<file path="config.mk">
export PLATFORM = sky130hd
export DESIGN_NAME = bws_addr
export DESIGN_NICKNAME = d
export VERILOG_FILES = /design/src/rtl/bws_pkg.sv /design/src/rtl/bws_addr.sv
export SDC_FILE = /design/constraint.sdc
export NUM_CORES = 1
export LEC_CHECK = 0
export ABC_AREA = 1
export BUFFER_PORTS_ARGS = -buffer_cell sky130_fd_sc_hd__buf_2
export CAP_MARGIN = 10
export CORE_UTILIZATION = 32
export DETAILED_ROUTE_END_ITERATION = 10
export PLACE_DENSITY = 0.77
export SETUP_SLACK_MARGIN = 0.02
export SYNTH_ARGS = -nofsm -noshare
export SYNTH_HDL_FRONTEND = slang
export SYNTH_SLANG_ARGS = --single-unit
</file>
<file path="constraint.sdc">
create_clock -name vclk -period 1.86
set_input_delay 0.093 -clock vclk [all_inputs]
set_output_delay 0.093 -clock vclk [all_outputs]
set_load 0.01 [all_outputs]
</file>
<file path="src/rtl/bws_pkg.sv">
// Shared types and constants for the bilinear wrap sampler.
// No dependencies; imported by bws_addr, bws_lane and the top level.
package bws_pkg;

  localparam int unsigned LANES   = 4;
  localparam int unsigned CH_W    = 16;
  localparam int unsigned FRAC_W  = 15;
  localparam int unsigned OUT_W   = 15;
  localparam int unsigned PIXEL_W = LANES * CH_W;
  localparam int unsigned IDX_W   = 12;
  localparam int unsigned CFG_W   = 3;
  localparam int unsigned CFGA_W  = 2;
  localparam logic [CH_W-1:0] BIAS = 16'h8000;

  localparam logic [CFGA_W-1:0] CFG_WIDTH_LOG2  = 2'd0;
  localparam logic [CFGA_W-1:0] CFG_HEIGHT_LOG2 = 2'd1;

  typedef enum logic [0:0] {
    CMD_WRITE  = 1'b0,
    CMD_SAMPLE = 1'b1
  } cmd_e;

  // One channel of the four neighbours: p<x><y>
  typedef struct packed {
    logic [CH_W-1:0] p00;
    logic [CH_W-1:0] p10;
    logic [CH_W-1:0] p01;
    logic [CH_W-1:0] p11;
  } quad_t;

  typedef struct packed {
    logic [FRAC_W-1:0] fu;
    logic [FRAC_W-1:0] fv;
  } frac_t;

endpackage

</file>
<file path="src/rtl/bws_addr.sv">
// Wrapped neighbour address and fraction generation for one sample.
// Depends on bws_pkg.
module bws_addr #(
  parameter int unsigned MW = 6,
  parameter int unsigned MH = 6
) (
  input  logic [31:0]              coord_u_i,
  input  logic [31:0]              coord_v_i,
  input  logic [bws_pkg::CFG_W-1:0] wl_i,
  input  logic [bws_pkg::CFG_W-1:0] hl_i,
  output logic [MW+MH-1:0]         a00_o,
  output logic [MW+MH-1:0]         a10_o,
  output logic [MW+MH-1:0]         a01_o,
  output logic [MW+MH-1:0]         a11_o,
  output bws_pkg::frac_t           frac_o
);
  import bws_pkg::*;

  localparam int unsigned AW = MW + MH;

  logic [MW-1:0] xmask, x0, x1;
  logic [MH-1:0] ymask, y0, y1;
  logic [AW-1:0] row0, row1;

  always_comb begin
    xmask = ~({MW{1'b1}} << wl_i);
    ymask = ~({MH{1'b1}} << hl_i);
    x0    = coord_u_i[16 +: MW] & xmask;
    y0    = coord_v_i[16 +: MH] & ymask;
    x1    = (x0 + MW'(1)) & xmask;
    y1    = (y0 + MH'(1)) & ymask;
    row0  = AW'(y0) << wl_i;
    row1  = AW'(y1) << wl_i;
    a00_o = row0 | AW'(x0);
    a10_o = row0 | AW'(x1);
    a01_o = row1 | AW'(x0);
    a11_o = row1 | AW'(x1);
    frac_o.fu = coord_u_i[15:1];
    frac_o.fv = coord_v_i[15:1];
  end

endmodule

</file>
# --- Yosys cells after proc, flatten, opt, wreduce, memory -nomap -nowiden ---
# Index checks and enable logic that the tools add are counted.
classes:
  muxes: 0
  mul: 0
  n_lt_le_gt_ge: 0
  n_shift: 4
  reduce_logical: 0
  bitwise_logic: 10
  div_mod_pow: 0
  n_eq_ne: 0
  addsub: 2
ops:
  columns: ["op", "n"]
  rows:
  - ["bitwise OR 12 x 6 -> 12 bit", 4]
  - ["bitwise AND 6 bit", 4]
  - ["left shift 6 x 3 -> 12 bit", 2]
  - ["adder 6 x 1 -> 6 bit (second input constant)", 2]
  - ["NOT 6 bit", 2]
  - ["left shift 6 x 3 -> 6 bit (first input constant)", 2]
totals:
  elab_cells: 16
  ram_bits: 0
  mem_bits_ro: 0
  n_memories: 0
  out_inout_bits: 78
  latch_bits: 0
  input_bits: 70
  ff_bits: 0

# --- Longest topological paths before layout ---
depth:
  word_depth: 7
  ltp_mapped: 15
  mapped_depth_nobuf: 13

# --- Least setup slack after synthesis ---
# No wires, ideal clock.
synth_path:
  path_kind: "input to output"
  start: "input hl_i[2] (netlist bit)"
  end: "output a11_o[7]"
  path_stages: 9
  arrival_time_ns: 1.514
  slack_ns: 0.253
  n_path_buf: 2
  required_ns: 1.767
  path_cell_list: "buf_4 > nor2_4 > nor2_1 > ha_1 > o21ai_0 > o21ai_1 > o21ai_0 > o21ai_1 > buf_4"
synth_between:
  elab_chain_cells: 7
synth_lines:
  columns: ["element", "line", "text"]
  rows:
  - ["start, declared", "bws_addr.sv:10", "input logic [bws_pkg::CFG_W-1:0] hl_i,"]
  - ["left shift 6 x 3 -> 6 bit *", "bws_addr.sv:27", "ymask = ~({MH{1'b1}} << hl_i);"]
  - ["NOT 6 bit *", "bws_addr.sv:27", null]
  - ["bitwise AND 6 bit", "bws_addr.sv:29", "y0 = coord_v_i[16 +: MH] & ymask;"]
  - ["adder 6 x 1 -> 6 bit", "bws_addr.sv:31", "y1 = (y0 + MH'(1)) & ymask;"]
  - ["bitwise AND 6 bit *", "bws_addr.sv:31", null]
  - ["left shift 6 x 3 -> 12 bit *", "bws_addr.sv:33", "row1 = AW'(y1) << wl_i;"]
  - ["bitwise OR 12 x 6 -> 12 bit *", "bws_addr.sv:37", "a11_o = row1 | AW'(x1);"]
  - ["end, declared", "bws_addr.sv:14", "output logic [MW+MH-1:0] a11_o,"]
# Every way passes the cells marked *; elsewhere a longest branch is shown, timed or not.

# --- Worst setup path after layout ---
layout_path:
  start: "input hl_i[1] (netlist bit)"
  end: "output a11_o[8]"
# Same word-level chain as after synthesis.

==> flow_summary.toml <==
[detailed_routing]
drt_pass1_iterations = 4
ant_nets = 0
viasPerCell = 4.66
drtIter0Drc = 48
drc_errors = 0
routedWlPerCell_um = 10.7
routed-via-count = 1454
wl_um = 3330

[sta]
rsz0062_at_grt = "no"
finalHoldViolCount = 0
setup-tns-final_ns = 0
setup_viol = 0
min_period_over_period_pct = 89.5
relSlewSlack_pct = 78.3
max_freq_mhz = 601
finalMaxSlewViolations = 0
holdWs_ns = 0.186
final.min_clock_period_ns = 1.66
worst_pin_slew_ns = 0.322

[synthesis]
synth_common_cells = "nand2_1, buf_4, nand3_1"
netlist_area_mm2 = 0.00131
avgSynthCellArea_um2 = 5.49
syn_inst = 239
synth.net_count = 311
synth_xor_area_share_pct = 1.33
synthMuxAreaShare_pct = 0.763
synth_top_family_by_area = "simple AND/OR/NAND/NOR gates"
synth_compound_area_share_pct = 14.8
ys_types = 32
synth_adder_area_share_pct = 1.91
yosysTopAreaCellShare_pct = 25.7
yosysWarnings = 0
synth_area_leaders = "buf_4, nand2_1, nand3_1"
yosysTopAreaCell = "buf_4"
ys_seq_area_share_pct = 0
yosys.area_share.simple_pct = 46.1
synth.most_common_cell = "nand2_1"

[grt]
grt_pass1_wl_um = 5580
grt_overflow = 0
track_usage_pct = 15.4
grt_pass1_vias = 1333
antenna_found_initial = 0
grt_max_degree = 18

[critical_path]
cp_max_fo = 5
arrival_ns = 1.57
path_cells = "buf_2, nor2_4, nor2_1, ha_1, o21ai_0, nor2_1, a31oi_2, nand2_1, nand3_1, o21ai_1, buf_2"
start_kind = "input port"
path_class = "in2out"
slowest_delay_ns = 0.28
cp_slowest_cell = "ha_1"
cp-end-kind = "output port"
cp.required_ns = 1.77
crit_start = "hl_i[1]"

[layout]
final_nets = 338
n_antenna_cell = 0
nFlopsAndLatches = 0
final_core_util_pct = 37.1
area_growth_pct = 7.44
drive_gt1_share_pct = 40.2
num-clock-buffers = 0
seq_area_um2 = 0
fin_cells = 312

[floorplan]
num_io_pins = 148
die_w_um = 66.0
dieArea_mm2 = 0.00436
die_h_um = 66.0
coreArea_mm2 = 0.00380
initial_core_util_pct = 34.6
rows = 22

[worst_hold_path]
holdCritPathClass = "in2out"
hp-start = "coord_v_i[11]"

[job]
cap_violations = 0

[clocking]
cts_hold_repair.buffers = 0
cts.repair.resized = 0
post_cts_buffers = 0

[power_and_ir_drop]
leakagePower_nw = 0.868
powerDensity_mw_per_mm2 = 298
ir_worst_vdd_uv = 144

[placed_design]
io_buffers = 66
routabilityCongestion = 0.836
dpl.hpwl_um = 2890
place_inst = 312

[outcome]
status = "finished, final reports clean"
==> per-stage QoR <==
step	setup slack, ns	instance area [um^2]	power, W
after floorplan	0.253	1310	0.000352
after global placement	0.183	1400	0.000413
after detailed placement	0.169	1400	0.000418
after CTS	0.163	1400	0.000420
after global routing	0.0240	1410	0.000472
final	0.195	1410	0.000420
==> metal layers <==
layer  routed length [um]  track usage (%)  share of wire [%]
met5                    0                0                  0
met4                   14             1.60               0.42
met3                  168            0.517                5.0
met2                 1600             29.2                 48
met1                 1550             19.5                 46
==> layout make-up <==
class	instances	area, um^2
fill	425	2390
inverter	25	93.8
multi-input combinational	164	858
tap	48	60.1
timing repair buffer	75	398
==> logic make-up (layout without fill, tap and decap cells) <==
kind of cell / after synthesis / in the layout
and+or+nand+nor: 128 / 128
buffers and inverters: 75 / 100
AOI/OAI and AO/OA: 31 / 31
adders and majority gates: 2 / 2
xor gates and xnor gates: 2 / 2
muxes: 1 / 1
==> worst max-delay path: cells and delay by family <==
kind            cells  cell delay (ns)
compound gates      3             0.38
fa+ha+maj           1             0.28
buf+inv             2             0.29
simple gates        5             0.54
==> cell usage in the layout (no fill, tap or decap), drive strengths merged <==
cell type	instances
nor3	2
a31oi	3
a21oi	4
or2	2
o211ai	1
nand3	23
nor2	23
mux2i	1
ha	2
nand4	5
xnor2	1
o22ai	2
xor2	1
buf	75
nand2	73
inv	25
o21ai	21
==> path summary, 6_finish.rpt <==
| check | to | cells past startpoint |
|---|---|---|
| hold / removal | frac_o[10] | 0 |
| setup / recovery | a11_o[8] | 11 |
==> power breakdown <==
group          leakage, nW  switching (W)  internal, W
logic                0.868       0.000257     0.000163
registers                0              0            0
clock network            0              0            0
total                0.868       0.000257     0.000163
(Power assumes the default switching activity.)
