$ cat config.mk
export PLATFORM = sky130hd
export DESIGN_NAME = bws_lane
export DESIGN_NICKNAME = d
export VERILOG_FILES = /design/src/rtl/bws_pkg.sv /design/src/rtl/bws_lane.sv
export SDC_FILE = /design/constraint.sdc
export NUM_CORES = 2
export LEC_CHECK = 0
export BUFFER_PORTS_ARGS = -buffer_cell sky130_fd_sc_hd__buf_2
export CAP_MARGIN = 10
export CELL_PAD_IN_SITES_DETAIL_PLACEMENT = 0
export CELL_PAD_IN_SITES_GLOBAL_PLACEMENT = 1
export CORE_AREA = 2 2 219 274
export CTS_CLUSTER_DIAMETER = 80
export DETAILED_ROUTE_END_ITERATION = 6
export DIE_AREA = 0 0 221 276
export PLACE_DENSITY = 0.95
export SYNTH_ARGS = -nofsm -noshare
export SYNTH_HDL_FRONTEND = slang
export SYNTH_SLANG_ARGS = --single-unit
$ cat constraint.sdc
create_clock -name clk_i -period 17.2 [get_ports clk_i]
set_input_delay 0.86 -clock clk_i [delete_from_list [all_inputs] [get_ports clk_i]]
set_output_delay 0.86 -clock clk_i [all_outputs]
set_load 0.01 [all_outputs]
$ cat src/rtl/bws_pkg.sv
// Shared types and constants for the bilinear wrap sampler.
// No dependencies; imported by bws_addr, bws_lane and the top level.
package bws_pkg;

  localparam int unsigned LANES   = 4;
  localparam int unsigned CH_W    = 16;
  localparam int unsigned FRAC_W  = 15;
  localparam int unsigned OUT_W   = 15;
  localparam int unsigned PIXEL_W = LANES * CH_W;
  localparam int unsigned IDX_W   = 12;
  localparam int unsigned CFG_W   = 3;
  localparam int unsigned CFGA_W  = 2;
  localparam logic [CH_W-1:0] BIAS = 16'h8000;

  localparam logic [CFGA_W-1:0] CFG_WIDTH_LOG2  = 2'd0;
  localparam logic [CFGA_W-1:0] CFG_HEIGHT_LOG2 = 2'd1;

  typedef enum logic [0:0] {
    CMD_WRITE  = 1'b0,
    CMD_SAMPLE = 1'b1
  } cmd_e;

  // One channel of the four neighbours: p<x><y>
  typedef struct packed {
    logic [CH_W-1:0] p00;
    logic [CH_W-1:0] p10;
    logic [CH_W-1:0] p01;
    logic [CH_W-1:0] p11;
  } quad_t;

  typedef struct packed {
    logic [FRAC_W-1:0] fu;
    logic [FRAC_W-1:0] fv;
  } frac_t;

endpackage

$ cat src/rtl/bws_lane.sv
// One channel lane: horizontal then vertical interpolation, two multiplier stages.
// Depends on bws_pkg.
module bws_lane (
  input  logic                       clk_i,
  input  bws_pkg::quad_t             quad_i,
  input  logic [bws_pkg::FRAC_W-1:0] fu_i,
  input  logic [bws_pkg::FRAC_W-1:0] fv_i,
  output logic [bws_pkg::OUT_W-1:0]  result_o
);
  import bws_pkg::*;

  logic [CH_W-1:0]          dtop, dbot;
  logic signed [2*CH_W-1:0] prod_top_d, prod_bot_d, prod_top_q, prod_bot_q;
  logic [CH_W-1:0]          top_q, bot_q;
  logic [CH_W-1:0]          h0, h1, dv;
  logic signed [2*CH_W-1:0] prod_v_d, prod_v_q;
  logic [CH_W-1:0]          h0b_d, h0b_q;
  logic [CH_W-1:0]          biased;

  // Horizontal deltas wrap at 16 bits, fractions are non-negative
  always_comb begin
    dtop       = quad_i.p10 - quad_i.p00;
    dbot       = quad_i.p11 - quad_i.p01;
    prod_top_d = $signed(dtop) * $signed({1'b0, fu_i});
    prod_bot_d = $signed(dbot) * $signed({1'b0, fu_i});
  end

  always_ff @(posedge clk_i) begin
    prod_top_q <= prod_top_d;
    prod_bot_q <= prod_bot_d;
    top_q      <= quad_i.p00;
    bot_q      <= quad_i.p01;
  end

  // Floor of product / 2^16, doubled: bits 30..16 shifted up by one
  always_comb begin
    h0       = top_q + {prod_top_q[30:16], 1'b0};
    h1       = bot_q + {prod_bot_q[30:16], 1'b0};
    dv       = h1 - h0;
    prod_v_d = $signed(dv) * $signed({1'b0, fv_i});
    h0b_d    = h0 + BIAS;
  end

  always_ff @(posedge clk_i) begin
    prod_v_q <= prod_v_d;
    h0b_q    <= h0b_d;
  end

  always_comb begin
    biased   = h0b_q + {prod_v_q[30:16], 1'b0};
    result_o = biased[CH_W-1] ? biased[OUT_W-1:0] : '0;
  end

endmodule

; Word-level counts from Yosys, hierarchy flattened
; Cells that the tools add are included.
; W data, S select, Z words.
[op_classes]
n_addsub = 7
multipliers = 3
mux = 1
[op_table]
columns = op, count
row1 = $mul A16 B16 Y31, 3
row2 = $add A16 B16 Y16, 3
row3 = $sub A16 B16 Y16, 3
row4 = $add A16 B16 Y16 const B, 1
row5 = $mux W15, 1
[word_totals]
ff_bits = 141
in_bits = 95
out_inout_bits = 15
word_cells = 17

; Depth between registers and ports, before layout
[logic_depth]
ltp_word = 3
ltp_mapped = 41
ltp_nobuf = 41

; Worst setup path after synthesis
; OpenSTA, ideal clock, no wires.
[synth_path]
path_type = register to register
startpoint = reg prod_top_q[17]
endpoint = reg prod_v_q[30]
setup_time_ns = 0.121
t_arrival_ns = 9.076
required_time_ns = 17.079
path_slack_ns = 8.003
stages_incl_launch_ff = 39
path_buffers = 2
period_less_slack_ns = 9.197
path_cell_list = dfxtp_1 -> ha_1 -> a21o_1 -> a21oi_1 -> o21bai_1 -> a21oi_1 -> o21bai_1 -> a21oi_1 -> o21ai_0 -> nor2_1 -> xnor2_1 -> fa_1 -> inv_1 -> ha_1 -> nand3_1 -> o2111a_1 -> o41a_1 -> o211ai_1 -> [3 not listed] -> fa_1 -> inv_1 -> fa_1 -> clkbuf_1 -> xnor2_1 -> xnor2_1 -> fa_1 -> fa_1 -> inv_1 -> fa_1 -> inv_1 -> ha_1 -> a21o_1 -> a21oi_1 -> nor2b_1 -> a21oi_1 -> a31oi_1 -> xnor2_1
[synth_via]
elab_chain_cells = 3
[synth_rtl]
columns = element, line
row1 = from (decl), bws_lane.sv:13  ; logic signed [2*CH_W-1:0] prod_top_d, prod_bot_d, prod_top_q, prod_bot_q;
row2 = from (signal assigned), bws_lane.sv:29  ; prod_top_q <= prod_top_d;
row3 = $add A16 B16 Y16, bws_lane.sv:37  ; h0 = top_q + {prod_top_q[30:16], 1'b0};
row4 = net h0[10], bws_lane.sv:15  ; logic [CH_W-1:0] h0, h1, dv;
row5 = $sub A16 B16 Y16, bws_lane.sv:39  ; dv = h1 - h0;
row6 = $mul A16 B16 Y31, bws_lane.sv:40  ; prod_v_d = $signed(dv) * $signed({1'b0, fv_i});
row7 = net prod_v_d[30], bws_lane.sv:16  ; logic signed [2*CH_W-1:0] prod_v_d, prod_v_q;
row8 = to (signal assigned), bws_lane.sv:45  ; prod_v_q <= prod_v_d;
row9 = to (decl), bws_lane.sv:16
; The timed path passes the listed nets, and every way through them passes these cells.

; Worst setup path after layout
[layout_path]
startpoint = reg prod_top_q[16]
endpoint = reg prod_v_q[30]
; The elaborated chain is that of the path after synthesis.

==> impl_metrics.py <==
metrics = {
    "grt": {
        "grt.overflow.total": 0,
        "grt_pass1_vias": 25368,
        "grt_usage_pct": 27.07,
        "grt_pass1_wl_um": 129500,
        "grt_max_degree": 35,
        "antenna_found_initial": 1,
    },
    "worst_setup_path": {
        "r2r_slack_ns": 6.93,
        "cpMostUsedCell": "fa_1",
        "max_stage_delay_ns": 0.57,
        "r2r_cells": 37,
        "crit_path_max_fanout": 15,
        "cpMaxStageDelayCell": "a41oi_1",
        "reg2reg_from": "prod_top_q[16]",
        "path_class": "register to register",
        "arrival_ns": 10.56,
        "cp_top_family": "adder cells",
        "critical_path.n_buffers_inverters": 7,
        "end_kind": "register",
        "crit_path_start_kind": "register",
        "cp.required_ns": 17.49,
        "reg2reg_to": "prod_v_q[30]",
    },
    "timing": {
        "hold_viol": 0,
        "setup_tns_ns": 0,
        "min_period_over_period_pct": 59.70,
        "slew_violations": 0,
        "slew_headroom_pct": 24.93,
        "fmax_mhz": 97.39,
        "rsz0062_at_grt": "false",
        "setup_viol": 0,
        "period_needed_ns": 10.27,
        "finalClockSkew_ns": 0.01805,
        "worst_pin_slew_ns": 1.121,
    },
    "logic_synthesis": {
        "synth_area_um2": 31790,
        "synth_top_cell_area_share_pct": 46.10,
        "ys_warn_count": 0,
        "syn_area_per_cell_um2": 9.085,
        "synth-edff-count": 0,
        "yosysSeqAreaShare_pct": 5.857,
        "synth_largest_area_cell": "fa_1",
        "async_flop_share_pct": 0,
        "synthTopCellsByArea": "fa_1, ha_1, inv_1",
        "synth.distinct_cells": 71,
        "ys_ff_latch": 93,
        "synth_flop_cell": "dfxtp_1",
        "synth_fp_nets": 4628,
        "syn-instance-count": 3499,
    },
    "drt": {
        "viasPerCell": 5.327,
        "wl_per_cell_um": 18.22,
        "ant_nets": 0,
        "first_pass_iters": 5,
        "dr.first_iter.drc_count": 1118,
        "wl_met2_um": 42150,
        "met3_length_um": 3376,
        "vias": 22896,
        "dr.max_layer_used": "met5",
        "drc": 0,
        "met1_length_um": 28010,
        "routed_wl_um": 78330,
    },
    "clocking": {
        "ctsHoldBuffers": 0,
        "clk_path_buf_depth": 2,
        "clkTransAtPathRegs_ns": 0.08,
        "post_cts_buffers": 0,
        "cts_resized": 0,
        "h-tree-depth": 3,
        "cts_buffers": 9,
        "root_buffer": "clkbuf_16",
        "clk_latency_ns": 0.39,
        "cts_tree": "built",
        "cts_sinks": 93,
    },
    "cells_and_area": {
        "layout.nets": 4665,
        "final_core_util_pct": 57.46,
        "seqCellArea_um2": 1862,
        "multi_input_area_um2": 26170,
        "drive_gt1_share_pct": 5.281,
        "fill_cells": 5176,
        "final_common_cell": "inv_1",
        "layout_common_cells": "inv_1, fa_1, nand2_1, ha_1, and2_1",
        "diodes": 0,
        "syn2layout_area_growth_pct": 5.456,
    },
    "worst_hold_path": {
        "min_from": "top_q[0]",
        "hold_class": "register to register",
        "whs_path_depth": 0,
        "holdPathEnd": "h0b_q[0]",
    },
    "floorplanning": {
        "die_w_um": 221,
        "initial_core_util_pct": 54.49,
        "core_area_um2": 58340,
        "fp.dieH_um": 276,
        "num_rows": 99,
        "dieArea_um2": 61000,
        "ios": 110,
    },
    "flow_run": {
        "drv_cap": 0,
    },
    "status": {
        "status": "completed",
    },
    "placed_design": {
        "dpl.hpwl_um": 63210,
        "numPortBuffers": 109,
        "globalplace.congestion": 0.9368,
    },
}
## cells by family after synthesis
| kind of cell | Yosys count | share of synthesized area (%) |
|---|---|---|
| XOR/XNOR | 141 | 3.968 |
| AND/OR/NAND/NOR | 950 | 14.73 |
| AO/OA/AOI/OAI | 237 | 4.995 |
| adder cells (fa/ha/maj) | 1040 | 58.18 |
| flip-flops | 93 | 5.857 |
| buffers and inverters | 1038 | 12.28 |
## per-layer routing
metal / vias to the layer above / global-route usage [%]
met5: - / 0
met4: 2 / 14.71
met3: 222 / 2.264
met2: 639 / 50.90
met1: 11708 / 30.08
li1: 10325 / -
## worst max path at each step
stage / startpoint / end / slack (ns) / depth (start not counted)
global route: prod_top_q[17] / prod_v_q[30] / 6.34 / 37
global placement: prod_top_q[16] / prod_v_q[30] / 7.21 / 37
finish: prod_top_q[16] / prod_v_q[30] / 6.93 / 37
detailed placement: prod_top_q[16] / prod_v_q[30] / 7.04 / 37
CTS: prod_top_q[16] / prod_v_q[30] / 6.95 / 37
floorplan: prod_top_q[17] / prod_v_q[30] / 8.00 / 38
## synthesized netlist by cell type (3+ instances only)
master / count
xnor2_1: 111
or3_1: 7
a21o_1: 21
nand4b_1: 6
a21boi_1: 3
nor2b_1: 43
o21bai_1: 15
o31ai_1: 5
and3_1: 5
nand2b_1: 17
nand4_1: 4
fa_1: 732
nor3_1: 29
o21ai_0: 38
maj3_1: 6
ha_1: 302
a211oi_1: 11
o2111ai_1: 5
nand3_1: 17
nand2_1: 422
and4_1: 5
or2_2: 3
o211ai_1: 14
o21ai_1: 8
nor2_1: 83
dfxtp_1: 93
o21a_1: 12
o41ai_1: 3
inv_1: 925
and2_1: 295
nor4_1: 3
a211o_1: 4
a31oi_1: 9
o31a_1: 4
xor2_1: 28
a21oi_1: 59
clkbuf_1: 109
## flip-flops by register name, summed over array words and instances, names as in the netlist
name,flops
bot_q,16
h0b_q,16
prod_bot_q,15
prod_top_q,15
prod_v_q,15
top_q,16
## cell type report
cell class                      instances  share of cell area (%)
Clock buffer                            9                  0.6718
Clock inverter                          7                  0.2239
Inverter                              926                   10.37
Multi-Input combinational cell       2368                   78.08
Sequential cell                        93                   5.554
Tap cell                              757                   2.825
Timing Repair Buffer                  138                   2.277
## through the flow
stage	worst slack, ns	cells	instance area, um2	hold slack, ns
2_1_floorplan	8.003	3499	31790	0.3345
3_3_place_gp	7.211	4282	33220	0.5550
3_5_place_dp	7.042	4282	33220	0.5460
4_1_cts	6.950	4298	33520	0.5615
5_1_grt	6.341	4298	33520	0.5503
6_report	6.932	4298	33520	0.5455
Power is not shown: default switching activity piles up to over one toggle a cycle in this logic, so the estimate is an artifact.
